===== src/rtl/heartbeat_watchdog_power_cycler_top_assert.svh =====
// Assertion macros used by the watchdog core.
`ifndef HEARTBEAT_WATCHDOG_POWER_CYCLER_TOP_ASSERT_SVH
`define HEARTBEAT_WATCHDOG_POWER_CYCLER_TOP_ASSERT_SVH

// Condition must hold at every rising clock edge outside reset.
`define HWPC_ASSERT_ALWAYS(label, clk, rst, cond, msg) \
   label: assert property (@(posedge clk) disable iff (rst) (cond)) else $error(msg);

// Consequent must hold in the same cycle as the antecedent.
`define HWPC_ASSERT_IMPLY(label, clk, rst, ante, cons, msg) \
   label: assert property (@(posedge clk) disable iff (rst) (ante) |-> (cons)) \
      else $error(msg);

`endif


===== src/rtl/hwpc_pkg.sv =====
// ----------------------------------------------------------------------------
// hwpc_pkg
// Types, codes and register defaults of the heartbeat watchdog power cycler.
// ----------------------------------------------------------------------------
package hwpc_pkg;

   localparam int CNT_W     = 16;
   localparam int REG_IDX_W = 3;

   // register indexes
   localparam logic [REG_IDX_W-1:0] REG_MISS_LIMIT    = 3'd0;
   localparam logic [REG_IDX_W-1:0] REG_SETTLE_TICKS  = 3'd1;
   localparam logic [REG_IDX_W-1:0] REG_SHUTDOWN_TICK = 3'd2;
   localparam logic [REG_IDX_W-1:0] REG_POWERON_TICK  = 3'd3;
   localparam logic [REG_IDX_W-1:0] REG_RESTART_TICKS = 3'd4;

   // register defaults
   localparam logic [CNT_W-1:0] DEF_MISS_LIMIT    = 16'd120;
   localparam logic [CNT_W-1:0] DEF_SETTLE_TICKS  = 16'd2;
   localparam logic [CNT_W-1:0] DEF_SHUTDOWN_TICK = 16'd120;
   localparam logic [CNT_W-1:0] DEF_POWERON_TICK  = 16'd160;
   localparam logic [CNT_W-1:0] DEF_RESTART_TICKS = 16'd40;

   // operation codes
   localparam logic OP_TICK      = 1'b0;
   localparam logic OP_HEARTBEAT = 1'b1;

   // pulse commands
   localparam logic [1:0] PULSE_NONE    = 2'd0;
   localparam logic [1:0] PULSE_RESET3  = 2'd1;
   localparam logic [1:0] PULSE_RESTART = 2'd2;

   // phase codes
   localparam logic [1:0] PHASE_MONITOR   = 2'd0;
   localparam logic [1:0] PHASE_SETTLE    = 2'd1;
   localparam logic [1:0] PHASE_COUNTDOWN = 2'd2;
   localparam logic [1:0] PHASE_RESTART   = 2'd3;

   localparam int REQ_TDATA_W = 8;
   localparam int RSP_TDATA_W = 24;

   typedef struct packed {
      logic [CNT_W-1:0] miss_limit;
      logic [CNT_W-1:0] settle_ticks;
      logic [CNT_W-1:0] shutdown_tick;
      logic [CNT_W-1:0] poweron_tick;
      logic [CNT_W-1:0] restart_ticks;
   } cfg_type;

   typedef struct packed {
      logic operation;
      logic supply_on;
   } item_type;

   typedef struct packed {
      logic             startup;
      logic             settle;
      logic             countdown;
      logic             restart;
      logic [CNT_W-1:0] miss_cnt;
      logic [CNT_W-1:0] settle_cnt;
      logic [CNT_W-1:0] countdown_cnt;
      logic [CNT_W-1:0] restart_cnt;
      logic             relay;
      logic             report;
      logic             blink;
   } state_type;

   typedef struct packed {
      logic [CNT_W-1:0] miss_count;
      logic             in_startup;
      logic [1:0]       phase;
      logic             blink_level;
      logic             report_level;
      logic [1:0]       pulse_command;
      logic             relay_level;
   } result_type;

endpackage


===== src/rtl/hwpc_cfg.sv =====
// ----------------------------------------------------------------------------
// hwpc_cfg
// Configuration register file, written through a plain write port.
// ----------------------------------------------------------------------------
module hwpc_cfg (
   input  logic                            clock,
   input  logic                            reset,
   input  logic                            csr_we,
   input  logic [hwpc_pkg::REG_IDX_W-1:0]  csr_index,
   input  logic [hwpc_pkg::CNT_W-1:0]      csr_wdata,
   output hwpc_pkg::cfg_type               cfg
);

   hwpc_pkg::cfg_type cfg_ff;
   hwpc_pkg::cfg_type cfg_in;

   always_comb begin
      cfg_in = cfg_ff;
      if (csr_we) begin
         unique case (csr_index)
            hwpc_pkg::REG_MISS_LIMIT:    cfg_in.miss_limit    = csr_wdata;
            hwpc_pkg::REG_SETTLE_TICKS:  cfg_in.settle_ticks  = csr_wdata;
            hwpc_pkg::REG_SHUTDOWN_TICK: cfg_in.shutdown_tick = csr_wdata;
            hwpc_pkg::REG_POWERON_TICK:  cfg_in.poweron_tick  = csr_wdata;
            hwpc_pkg::REG_RESTART_TICKS: cfg_in.restart_ticks = csr_wdata;
            default: ;  // unmapped index, write dropped
         endcase
      end
   end

   always_ff @(posedge clock) begin
      if (reset) begin
         cfg_ff.miss_limit    <= hwpc_pkg::DEF_MISS_LIMIT;
         cfg_ff.settle_ticks  <= hwpc_pkg::DEF_SETTLE_TICKS;
         cfg_ff.shutdown_tick <= hwpc_pkg::DEF_SHUTDOWN_TICK;
         cfg_ff.poweron_tick  <= hwpc_pkg::DEF_POWERON_TICK;
         cfg_ff.restart_ticks <= hwpc_pkg::DEF_RESTART_TICKS;
      end else begin
         cfg_ff <= cfg_in;
      end
   end

   assign cfg = cfg_ff;

endmodule


===== src/rtl/hwpc_core.sv =====
// ----------------------------------------------------------------------------
// hwpc_core
// Supervisor state and the single-pass update for one tick or heartbeat.
// ----------------------------------------------------------------------------
`include "heartbeat_watchdog_power_cycler_top_assert.svh"

module hwpc_core (
   input  logic                  clock,
   input  logic                  reset,
   input  logic                  step_en,
   input  hwpc_pkg::item_type    item,
   input  hwpc_pkg::cfg_type     cfg,
   output hwpc_pkg::result_type  result
);

   hwpc_pkg::state_type state_ff;
   hwpc_pkg::state_type state_in;
   logic [1:0]          pulse;
   logic [1:0]          phase;

   always_comb begin
      state_in = state_ff;
      pulse    = hwpc_pkg::PULSE_NONE;
      if (item.operation == hwpc_pkg::OP_HEARTBEAT) begin
         state_in.startup = 1'b0;
         if (!state_in.settle && !state_in.countdown) begin
            state_in.miss_cnt = '0;
         end
      end else begin
         state_in.blink = ~state_in.blink;
         // host unpowered while starting up: nothing to miss yet
         if (state_in.startup && !item.supply_on) begin
            state_in.miss_cnt = '0;
         end
         if (state_in.miss_cnt > cfg.miss_limit && !state_in.settle && !state_in.countdown) begin
            pulse               = hwpc_pkg::PULSE_RESET3;
            state_in.relay      = 1'b1;
            state_in.settle     = 1'b1;
            state_in.settle_cnt = '0;
         end
         if (state_in.settle) begin
            state_in.settle_cnt = state_in.settle_cnt + 1'b1;
            if (state_in.settle_cnt > cfg.settle_ticks) begin
               state_in.settle        = 1'b0;
               state_in.restart       = 1'b0;
               state_in.countdown     = 1'b1;
               state_in.miss_cnt      = '0;
               state_in.countdown_cnt = '0;
            end
         end else if (state_in.countdown) begin
            state_in.countdown_cnt = state_in.countdown_cnt + 1'b1;
            if (state_in.countdown_cnt == cfg.shutdown_tick) begin
               state_in.relay = 1'b0;
            end
            // equal ticks: relay ends high
            if (state_in.countdown_cnt == cfg.poweron_tick) begin
               state_in.relay       = 1'b1;
               pulse                = hwpc_pkg::PULSE_RESTART;
               state_in.restart     = 1'b1;
               state_in.restart_cnt = '0;
               state_in.report      = 1'b0;
            end
            if (state_in.restart) begin
               state_in.restart_cnt = state_in.restart_cnt + 1'b1;
               if (state_in.restart_cnt > cfg.restart_ticks) begin
                  state_in.report        = 1'b1;
                  state_in.restart       = 1'b0;
                  state_in.countdown     = 1'b0;
                  state_in.startup       = 1'b1;
                  state_in.countdown_cnt = '0;
                  state_in.restart_cnt   = '0;
               end
            end
         end else begin
            state_in.miss_cnt = state_in.miss_cnt + 1'b1;
         end
      end
   end

   always_comb begin
      priority if (state_in.settle) begin
         phase = hwpc_pkg::PHASE_SETTLE;
      end else if (state_in.countdown) begin
         phase = state_in.restart ? hwpc_pkg::PHASE_RESTART : hwpc_pkg::PHASE_COUNTDOWN;
      end else begin
         phase = hwpc_pkg::PHASE_MONITOR;
      end
   end

   always_comb begin
      result.relay_level   = state_in.relay;
      result.pulse_command = pulse;
      result.report_level  = state_in.report;
      result.blink_level   = state_in.blink;
      result.phase         = phase;
      result.in_startup    = state_in.startup;
      result.miss_count    = state_in.miss_cnt;
   end

   always_ff @(posedge clock) begin
      if (reset) begin
         state_ff.startup       <= 1'b1;
         state_ff.settle        <= 1'b0;
         state_ff.countdown     <= 1'b0;
         state_ff.restart       <= 1'b0;
         state_ff.miss_cnt      <= '0;
         state_ff.settle_cnt    <= '0;
         state_ff.countdown_cnt <= '0;
         state_ff.restart_cnt   <= '0;
         state_ff.relay         <= 1'b1;
         state_ff.report        <= 1'b1;
         state_ff.blink         <= 1'b0;
      end else if (step_en) begin
         state_ff <= state_in;
      end
   end

   `HWPC_ASSERT_ALWAYS(a_settle_excl_countdown, clock, reset,
      !(state_ff.settle && state_ff.countdown), "settle and countdown both active")
   `HWPC_ASSERT_ALWAYS(a_restart_in_countdown, clock, reset,
      !state_ff.restart || state_ff.countdown, "restart wait outside countdown")
   `HWPC_ASSERT_ALWAYS(a_report_tracks_restart, clock, reset,
      state_ff.report == !state_ff.restart, "report line out of step with restart wait")
   // a zero restart wait may end in the same tick, so only the relay is checked
   `HWPC_ASSERT_IMPLY(a_restart_pulse_relay_on, clock, reset,
      step_en && pulse == hwpc_pkg::PULSE_RESTART, state_in.relay,
      "restart pulse without relay on")

endmodule


===== src/rtl/heartbeat_watchdog_power_cycler_top.sv =====
// A request is held in the input register, then in the result register; rsp_tvalid
// rises when the item moves on, which waits while a result is held with rsp_tready low.
// Throughput: one transaction per cycle while rsp_tready is not held low; the state
// update is a single pass of compares and 16-bit increments between the two registers.
// Reset (synchronous, active high) empties both stages, returns the
// supervisor to start-up mode and loads the register defaults.
// ----------------------------------------------------------------------------
// heartbeat_watchdog_power_cycler_top
// Heartbeat watchdog that pulses the host reset and power-cycles its relay.
// ----------------------------------------------------------------------------
module heartbeat_watchdog_power_cycler_top (
   input  logic                                clock,
   input  logic                                reset,
   // request stream
   input  logic                                req_tvalid,
   output logic                                req_tready,
   input  logic [hwpc_pkg::REQ_TDATA_W-1:0]    req_tdata,  // [0] supply_on, rest zero
   input  logic                                req_tuser,  // [0] operation
   // result stream
   output logic                                rsp_tvalid,
   input  logic                                rsp_tready,
   // [0] relay_level, [2:1] pulse_command, [3] report_level, [4] blink_level,
   // [6:5] phase, [7] in_startup, [23:8] miss_count
   output logic [hwpc_pkg::RSP_TDATA_W-1:0]    rsp_tdata,
   // configuration
   input  logic                                csr_we,
   input  logic [hwpc_pkg::REG_IDX_W-1:0]      csr_index,
   input  logic [hwpc_pkg::CNT_W-1:0]          csr_wdata
);

   hwpc_pkg::cfg_type    cfg;
   hwpc_pkg::item_type   item_ff;
   hwpc_pkg::item_type   item_in;
   hwpc_pkg::result_type result;
   logic                            in_valid_ff;
   logic                            in_valid_in;
   logic                            rsp_valid_ff;
   logic                            rsp_valid_in;
   logic [hwpc_pkg::RSP_TDATA_W-1:0] rsp_data_ff;
   logic [hwpc_pkg::RSP_TDATA_W-1:0] rsp_data_in;
   logic                            advance;
   logic                            req_take;

   hwpc_cfg u_cfg (
      .clock     (clock),
      .reset     (reset),
      .csr_we    (csr_we),
      .csr_index (csr_index),
      .csr_wdata (csr_wdata),
      .cfg       (cfg)
   );

   hwpc_core u_core (
      .clock   (clock),
      .reset   (reset),
      .step_en (advance),
      .item    (item_ff),
      .cfg     (cfg),
      .result  (result)
   );

   // input stage moves into the result register when that slot frees up
   assign advance    = in_valid_ff && (!rsp_valid_ff || rsp_tready);
   assign req_tready = !in_valid_ff || advance;
   assign req_take   = req_tvalid && req_tready;

   always_comb begin
      item_in.operation = req_tuser;
      item_in.supply_on = req_tdata[0];
      in_valid_in       = req_take ? 1'b1 : (advance ? 1'b0 : in_valid_ff);
      rsp_valid_in      = advance ? 1'b1 : (rsp_tready ? 1'b0 : rsp_valid_ff);
      rsp_data_in       = {result.miss_count, result.in_startup, result.phase,
                           result.blink_level, result.report_level,
                           result.pulse_command, result.relay_level};
   end

   always_ff @(posedge clock) begin
      if (reset) begin
         in_valid_ff  <= 1'b0;
         rsp_valid_ff <= 1'b0;
      end else begin
         in_valid_ff  <= in_valid_in;
         rsp_valid_ff <= rsp_valid_in;
      end
   end

   always_ff @(posedge clock) begin
      if (req_take) begin
         item_ff <= item_in;
      end
      if (advance) begin
         rsp_data_ff <= rsp_data_in;
      end
   end

   assign rsp_tvalid = rsp_valid_ff;
   assign rsp_tdata  = rsp_data_ff;

endmodule


===== config.mk =====
export PLATFORM = sky130hd
export DESIGN_NAME = heartbeat_watchdog_power_cycler_top
export DESIGN_NICKNAME = d
export VERILOG_FILES = /design/src/rtl/hwpc_pkg.sv /design/src/rtl/hwpc_cfg.sv /design/src/rtl/hwpc_core.sv /design/src/rtl/heartbeat_watchdog_power_cycler_top.sv
export VERILOG_INCLUDE_DIRS = /design/src /design/src/rtl
export SDC_FILE = /design/constraint.sdc
export NUM_CORES = 1
export LEC_CHECK = 0
export ABC_AREA = 1
export BUFFER_PORTS_ARGS = -buffer_cell sky130_fd_sc_hd__clkbuf_2
export CAP_MARGIN = 20
export CELL_PAD_IN_SITES_DETAIL_PLACEMENT = 1
export CELL_PAD_IN_SITES_GLOBAL_PLACEMENT = 1
export CORE_AREA = 4 4 167 169
export CTS_CLUSTER_DIAMETER = 80
export DETAILED_ROUTE_END_ITERATION = 16
export DIE_AREA = 0 0 171 173
export HOLD_SLACK_MARGIN = 0.12
export PLACE_DENSITY = 0.75
export REMOVE_ABC_BUFFERS = 1
export SKIP_CTS_REPAIR_TIMING = 1
export SYNTH_ARGS = -nofsm -noshare
export SYNTH_HDL_FRONTEND = slang
export SYNTH_SLANG_ARGS = --single-unit

===== constraint.sdc =====
create_clock -name clock -period 4.45 [get_ports clock]
set_input_delay 0.89 -clock clock [delete_from_list [all_inputs] [get_ports clock]]
set_output_delay 0.89 -clock clock [all_outputs]
set_load 0.1 [all_outputs]

# [Word-level counts from Yosys, hierarchy flattened]
# Cells that the tools add are included.
[classes] n_addsub=4 magnitude_cmp=3 eq_ne=7 mux=51 bitwise=4 reduce_logical=26
[ops] op="two-way mux 16 bit" count=10
[ops] op="two-way mux 18 bit" count=5
[ops] op="adder 16 x 1 -> 16 bit (second input constant)" count=4
[ops] op="two-way mux 32 bit" count=2
[ops] op="> comparator 16 bit" count=3
[ops] op="two-way mux 34 bit" count=1
[ops] op="equality test 16 bit" count=2
[ops] op="two-way mux 1 bit" count=23
[ops] op="two-way mux 19 bit" count=1
[ops] op="two-way mux 2 bit" count=7
[ops] op="AND reduction 2 bit" count=6
[ops] op="AND reduction 4 bit" count=2
[ops] op="equality test 3 x 2 -> 1 bit (second input constant)" count=2
[ops] op="logical AND 1 bit" count=6
[ops] op="two-way mux 3 bit" count=2
[ops] op="nonzero test 2 bit" count=3
[ops] op="zero test 1 bit" count=5
[ops] op="inverter 1 bit" count=4
[ops] op="equality test 3 x 1 -> 1 bit (second input constant)" count=1
[ops] op="equality test 3 bit (second input constant)" count=1
[ops] op="zero test 3 bit" count=1
[ops] op="logical OR 1 bit" count=2
[ops] op="inequality test 2 x 1 -> 1 bit (second input constant)" count=1
[ops] op="OR reduction 2 bit" count=1
[totals] ff_bits=179 inputBits=33 output_inout_bits=26 elab_cells=119

# [Depth between registers and ports, before layout]
[logic_depth] ltp_word=22 mapped_depth=37 ltp_nobuf=35

# [Hierarchy]
# A second synthesis with hierarchy kept.
[unflattened] cells_unflattened=1710 area_unflattened_um2=11365.9
[modules_own_cells] module="hwpc_core" n_inst=1 cells_each=1217 area_per_inst_um2=7258.2 seq_area_each_um2=1421.4
[modules_own_cells] module="hwpc_cfg" n_inst=1 cells_each=455 area_per_inst_um2=3235.6 seq_area_each_um2=1601.5
[modules_own_cells] module="heartbeat_watchdog_power_cycler_top" n_inst=1 cells_each=38 area_per_inst_um2=872.1 seq_area_each_um2=820.8

# [Worst setup path after synthesis]
# No wires, ideal clock.
[synth_timing] path_kind="reg2reg" startpoint="reg item_ff[0] (netlist name)" endpoint="reg u_core.state_ff[29] (netlist name)" setup_ns=0.122 arrival_time_ns=4.463 required_ns=4.328 setup_slack_ns=-0.134 stages_incl_launch_ff=33 path_buffers=3 period_less_slack_ns=4.584 cell_sequence="edfxtp_1 > nor2_1 > clkbuf_1 > nor2_1 > ha_1 > nand2_1 > inv_1 > nand3_1 > nor3_1 > nand2_1 > nor3_1 > nor2_1 > nand2_1 > buf_2 > nand4_2 > nor2_1 > nand2_1 > o21ai_0 > nand2_1 > inv_1 > ha_1 > a21oi_1 > nand3b_1 > a21oi_1 > nor3_1 > nand3_1 > nand2_1 > nor2_1 > o21ai_2 > inv_1 > buf_2 > o21ai_0 > a21oi_1"
[synth_via] elab_chain_cells=13 elab_cells_between_ends=17 cone_classes="add/sub (1); order compare (2); eq/ne (1); mux (7); reduce/logical (6)"
[synth_rtl] item="start, declared" line_no="heartbeat_watchdog_power_cycler_top.sv:32" rtl="hwpc_pkg::item_type item_ff;"
[synth_rtl] item="start signal, assigned" line_no="heartbeat_watchdog_power_cycler_top.sv:89" rtl="item_ff <= item_in;"
[synth_rtl] item="zero test 1 bit *" line_no="hwpc_core.sv:32" rtl="if (state_in.startup && !item.supply_on) begin"
[synth_rtl] item="logical AND 1 bit *" line_no="hwpc_core.sv:32"
[synth_rtl] item="two-way mux 16 bit *" line_no="hwpc_core.sv:32"
[synth_rtl] item="two-way mux 16 bit *" line_no="hwpc_core.sv:24" rtl="if (item.operation == hwpc_pkg::OP_HEARTBEAT) begin"
[synth_rtl] item="> comparator 16 bit *" line_no="hwpc_core.sv:35" rtl="if (state_in.miss_cnt > cfg.miss_limit && !state_in.settle && !state_in.countdown) begin"
[synth_rtl] item="logical AND 1 bit * (2 in a row)" line_no="hwpc_core.sv:35"
[synth_rtl] item="two-way mux 16 bit" line_no="hwpc_core.sv:35"
[synth_rtl] item="two-way mux 16 bit" line_no="hwpc_core.sv:24"
[synth_rtl] item="adder 16 x 1 -> 16 bit" line_no="hwpc_core.sv:42" rtl="state_in.settle_cnt = state_in.settle_cnt + 1'b1;"
[synth_rtl] item="> comparator 16 bit" line_no="hwpc_core.sv:43" rtl="if (state_in.settle_cnt > cfg.settle_ticks) begin"
[synth_rtl] item="inequality test 2 x 1 -> 1 bit (no line)"
[synth_rtl] item="AND reduction 4 bit (no line)"
[synth_rtl] item="end signal, assigned" line_no="hwpc_core.sv:114" rtl="state_ff <= state_in;"
[synth_rtl] item="end, declared" line_no="hwpc_core.sv:16" rtl="hwpc_pkg::state_type state_ff;"
# Every way passes the cells marked *; elsewhere a longest branch is shown, timed or not. The select of a mux whose other input is x is not followed.
# A chain may end at the register's enable or synchronous reset.

# [Worst setup path after layout]
[layout_timing] startpoint="reg item_ff[0] (netlist name)" endpoint="reg u_core.state_ff[68] (netlist name)"
[layout_via] elab_chain_cells=14 elab_cells_between_ends=16 cone_classes="add/sub (1); order compare (2); mux (9); reduce/logical (4)"
[layout_rtl] item="zero test 1 bit *" line_no="hwpc_core.sv:32"
[layout_rtl] item="logical AND 1 bit *" line_no="hwpc_core.sv:32"
[layout_rtl] item="two-way mux 16 bit *" line_no="hwpc_core.sv:32"
[layout_rtl] item="two-way mux 16 bit *" line_no="hwpc_core.sv:24"
[layout_rtl] item="> comparator 16 bit *" line_no="hwpc_core.sv:35"
[layout_rtl] item="logical AND 1 bit * (2 in a row)" line_no="hwpc_core.sv:35"
[layout_rtl] item="two-way mux 16 bit" line_no="hwpc_core.sv:35"
[layout_rtl] item="two-way mux 16 bit" line_no="hwpc_core.sv:24"
[layout_rtl] item="adder 16 x 1 -> 16 bit" line_no="hwpc_core.sv:42"
[layout_rtl] item="> comparator 16 bit" line_no="hwpc_core.sv:43"
[layout_rtl] item="two-way mux 19 bit" line_no="hwpc_core.sv:43"
[layout_rtl] item="two-way mux 18 bit *" line_no="hwpc_core.sv:41" rtl="if (state_in.settle) begin"
[layout_rtl] item="two-way mux 3 bit *" line_no="hwpc_core.sv:24"
# Marked as above.

==> results.ini <==
[status]
status = finished, violations left
violations = negative setup slack

[synth]
ys_ff_latch = 179
yosysWarnings = 0
post-synth-top-count-cell = nand2_1
synth.area.mux_share = 0
seq_area_frac_synth = 0.368
avgSynthCellArea_um2 = 6.90
synth_top_area_frac = 0.293
yosysTopAreaCell = dfxtp_1
synth_ff_type = dfxtp_1
synth-simple-area-share = 0.278
synthTopCellsByCount = nand2_1 (287), inv_1 (205), dfxtp_1 (153), nor2_1 (147), a21oi_1 (143)
synth_compound_area_frac = 0.169
synth_area_leaders = dfxtp_1 (29%), nand2_1 (10%), edfxtp_1 (7.5%), inv_1 (7.4%), a21oi_1 (6.9%)
synth_edf_count = 26
synthCells = 1512
synth_xor_area_frac = 0.0254
synth_fa_ha_area_frac = 0.0575
syn-cell-area_um2 = 10400
synth_top_family_by_area = simple AND/OR/NAND/NOR gates
synthDistinctLibCells = 52
async_reset_ff_frac = 0

[placement]
port_buffers = 51
pre_cts_slack_ps = -684
hpwl_mm = 25.4
place.gp.congestion = 0.871
dp.cells = 1972

[worst_setup_path]
r2r_slack_ps = -480
critPathArrivalTime_ps = 5240
cp_slowest_cell = edfxtp_1
cp-startpoint = item_ff[0]$_DFFE_PP_
worstPathRequired_ps = 4770
cp_max_fo = 7
worst_r2r_path_depth = 34
critPathLaunchType = register
worst_setup_path_end_kind = register
r2r_end = u_core.state_ff[68]$_SDFFE_PP0P_
path_class = reg -> reg
max_stage_delay_ps = 440
r2r-start = item_ff[0]$_DFFE_PP_

[route]
drcViolationCount = 0
finalWirelength_mm = 39.9
first_pass_iters = 5
avgViaCountPerCell = 5.51
ant_nets = 0
drt_iter0_drc = 653
vias = 11200
post_drt_wl_per_cell_um = 19.6

[layout]
ff_latch_area_um2 = 3850
final_cells = 2038
synthToLayoutAreaGrowth_pct = 31.2
fillers = 3391
diodes = 0
final_layout_size_suffix_gt1_frac = 0.268
nets = 1766
multi_input_area_um2 = 6390

[global_routing]
antenna_found_initial = 0
grt-ovfl-total = 0
grt_max_degree = 67
grt_pass1_wl_mm = 56.3
track_usage = 0.235
grt_pass1_vias = 11100

[worst_hold_path]
whs_path_depth = 2
min-delay-start = u_cfg.cfg[2]$_SDFFE_PP0P_
min_path_type = reg -> reg
hold_end = u_cfg.cfg[2]$_SDFFE_PP0P_

[clocking]
htree_levels = 4
clkTransAtPathRegs_ps = 70
cts.path.max_buffers = 2
cts_buffers = 17
cts_root_buf = clkbuf_16
cts_num_sinks = 179
clkLatencyLatePin_ps = 440
tritoncts = yes

[timing]
hold_viol = 0
fin_crit_ps = 4930
drv_slew = 0
setup_viol = 53
setup_slack_ps = -475
fin_tns_setup_ps = -19110
rsz0062_at_grt = true
timing.final.crit_share = 1.11
maxSlewHeadroom = 0.323
finalHoldWorstSlack_ps = 462
worst_pin_slew_ps = 1020
max_freq_mhz = 203
skew_ps = 18.5

[pwr]
p_leak_nw = 5.95
power_frac_seq = 0.417
combPwrFrac = 0.220
switchingPower_w = 0.00136
power_frac_clock = 0.363
peakVddDrop_mv = 0.171
powerDensity_nw_per_um2 = 308
power_w = 0.00421
power.internal_w = 0.00286
p_sw_frac = 0.322

[die]
design.die.area_um2 = 29600
num_io_pins = 59
start_util = 0.393
core_um2 = 26600
die_y_um = 173
row_count = 60
die_w_um = 171

[flow_run]
max-cap-violations = 0

==> how the worst max path moves through the flow <==
stage,to,slack (ps)
final,u_core.state_ff[68]$_SDFFE_PP0P_,-480
after global routing,u_core.state_ff[68]$_SDFFE_PP0P_,-810
after CTS,u_core.state_ff[62]$_SDFFE_PP0P_,-740
after detailed placement,u_core.state_ff[62]$_SDFFE_PP0P_,-680
after global placement,rsp_tdata[16]$_DFFE_PP_,-460
after floorplan,u_core.state_ff[19]$_SDFFE_PP0P_,-850
==> per-stage QoR <==
stage | utilization | area, um^2
floorplan | - | 10200
CTS | 0.467 | 12400
global placement | 0.445 | 11800
global route | 0.515 | 13700
finish | 0.515 | 13700
detailed placement | 0.445 | 11800
==> layout by cell type, fill, tap and decap left out, types with 10 or more instances in the layout <==
| cell type | instances |
|---|---|
| inv_1 | 197 |
| nand2_1 | 244 |
| nand3_1 | 108 |
| dfxtp_1 | 144 |
| ha_1 | 29 |
| clkbuf_2 | 51 |
| o211ai_1 | 14 |
| nor2_2 | 20 |
| nand4_1 | 30 |
| nor2_4 | 20 |
| o21ai_0 | 122 |
| clkbuf_16 | 19 |
| nand2_2 | 42 |
| xor2_1 | 17 |
| buf_4 | 132 |
| buf_6 | 16 |
| nand3_2 | 17 |
| a21oi_2 | 18 |
| o21ai_2 | 10 |
| a21oi_1 | 125 |
| inv_2 | 17 |
| ha_4 | 17 |
| nor2_1 | 117 |
| edfxtp_1 | 26 |
==> per-layer routing <==
metal,global-route usage,vias to the layer above,part of all wire
met1,0.308,5569,0.42
met5,0,-,0
li1,-,5329,-
met2,0.409,248,0.51
met3,0.0299,83,0.037
met4,0.0578,0,0.030
==> state kept, by name, indices dropped and copies added, names as in the netlist <==
register         flops
u_cfg.cfg           80
u_core.state_ff     71
rsp_tdata           24
item_ff              2
in_valid_ff          1
rsp_tvalid           1
==> cell type report <==
cell class                 count  area share
clock buffer                  20      0.0334
clock inverter                11     0.00850
inverter                     221      0.0611
multi-input combinational   1057       0.467
sequential                   179       0.282
tap                          341      0.0312
timing repair buffer         209       0.117
==> power by group through the flow <==
stage          logic [W]  registers [W]  clock network [W]
2_1_floorplan   0.000325        0.00187                  0
3_3_place_gp    0.000677        0.00178                  0
3_5_place_dp    0.000699        0.00179                  0
4_1_cts         0.000706        0.00175            0.00154
5_1_grt         0.000994        0.00176            0.00161
6_report        0.000927        0.00176            0.00153
==> cell families after synthesis <==
| group | after synthesis |
|---|---|
| simple gates | 654 |
| compound gates | 328 |
| buf+inv | 276 |
| flops | 179 |
| fa+ha+maj | 48 |
| xor+xnor | 27 |
==> worst max-delay path, delay by kind of cell (launching register included) <==
kind,cells,cell delay [ps]
AND/OR/NAND/NOR,20,2420
adder cells (fa/ha/maj),2,540
flip-flops,1,440
buffers and inverters,9,990
AO/OA/AOI/OAI,3,400
No activity file was read; power rests on OpenSTA's default activity.
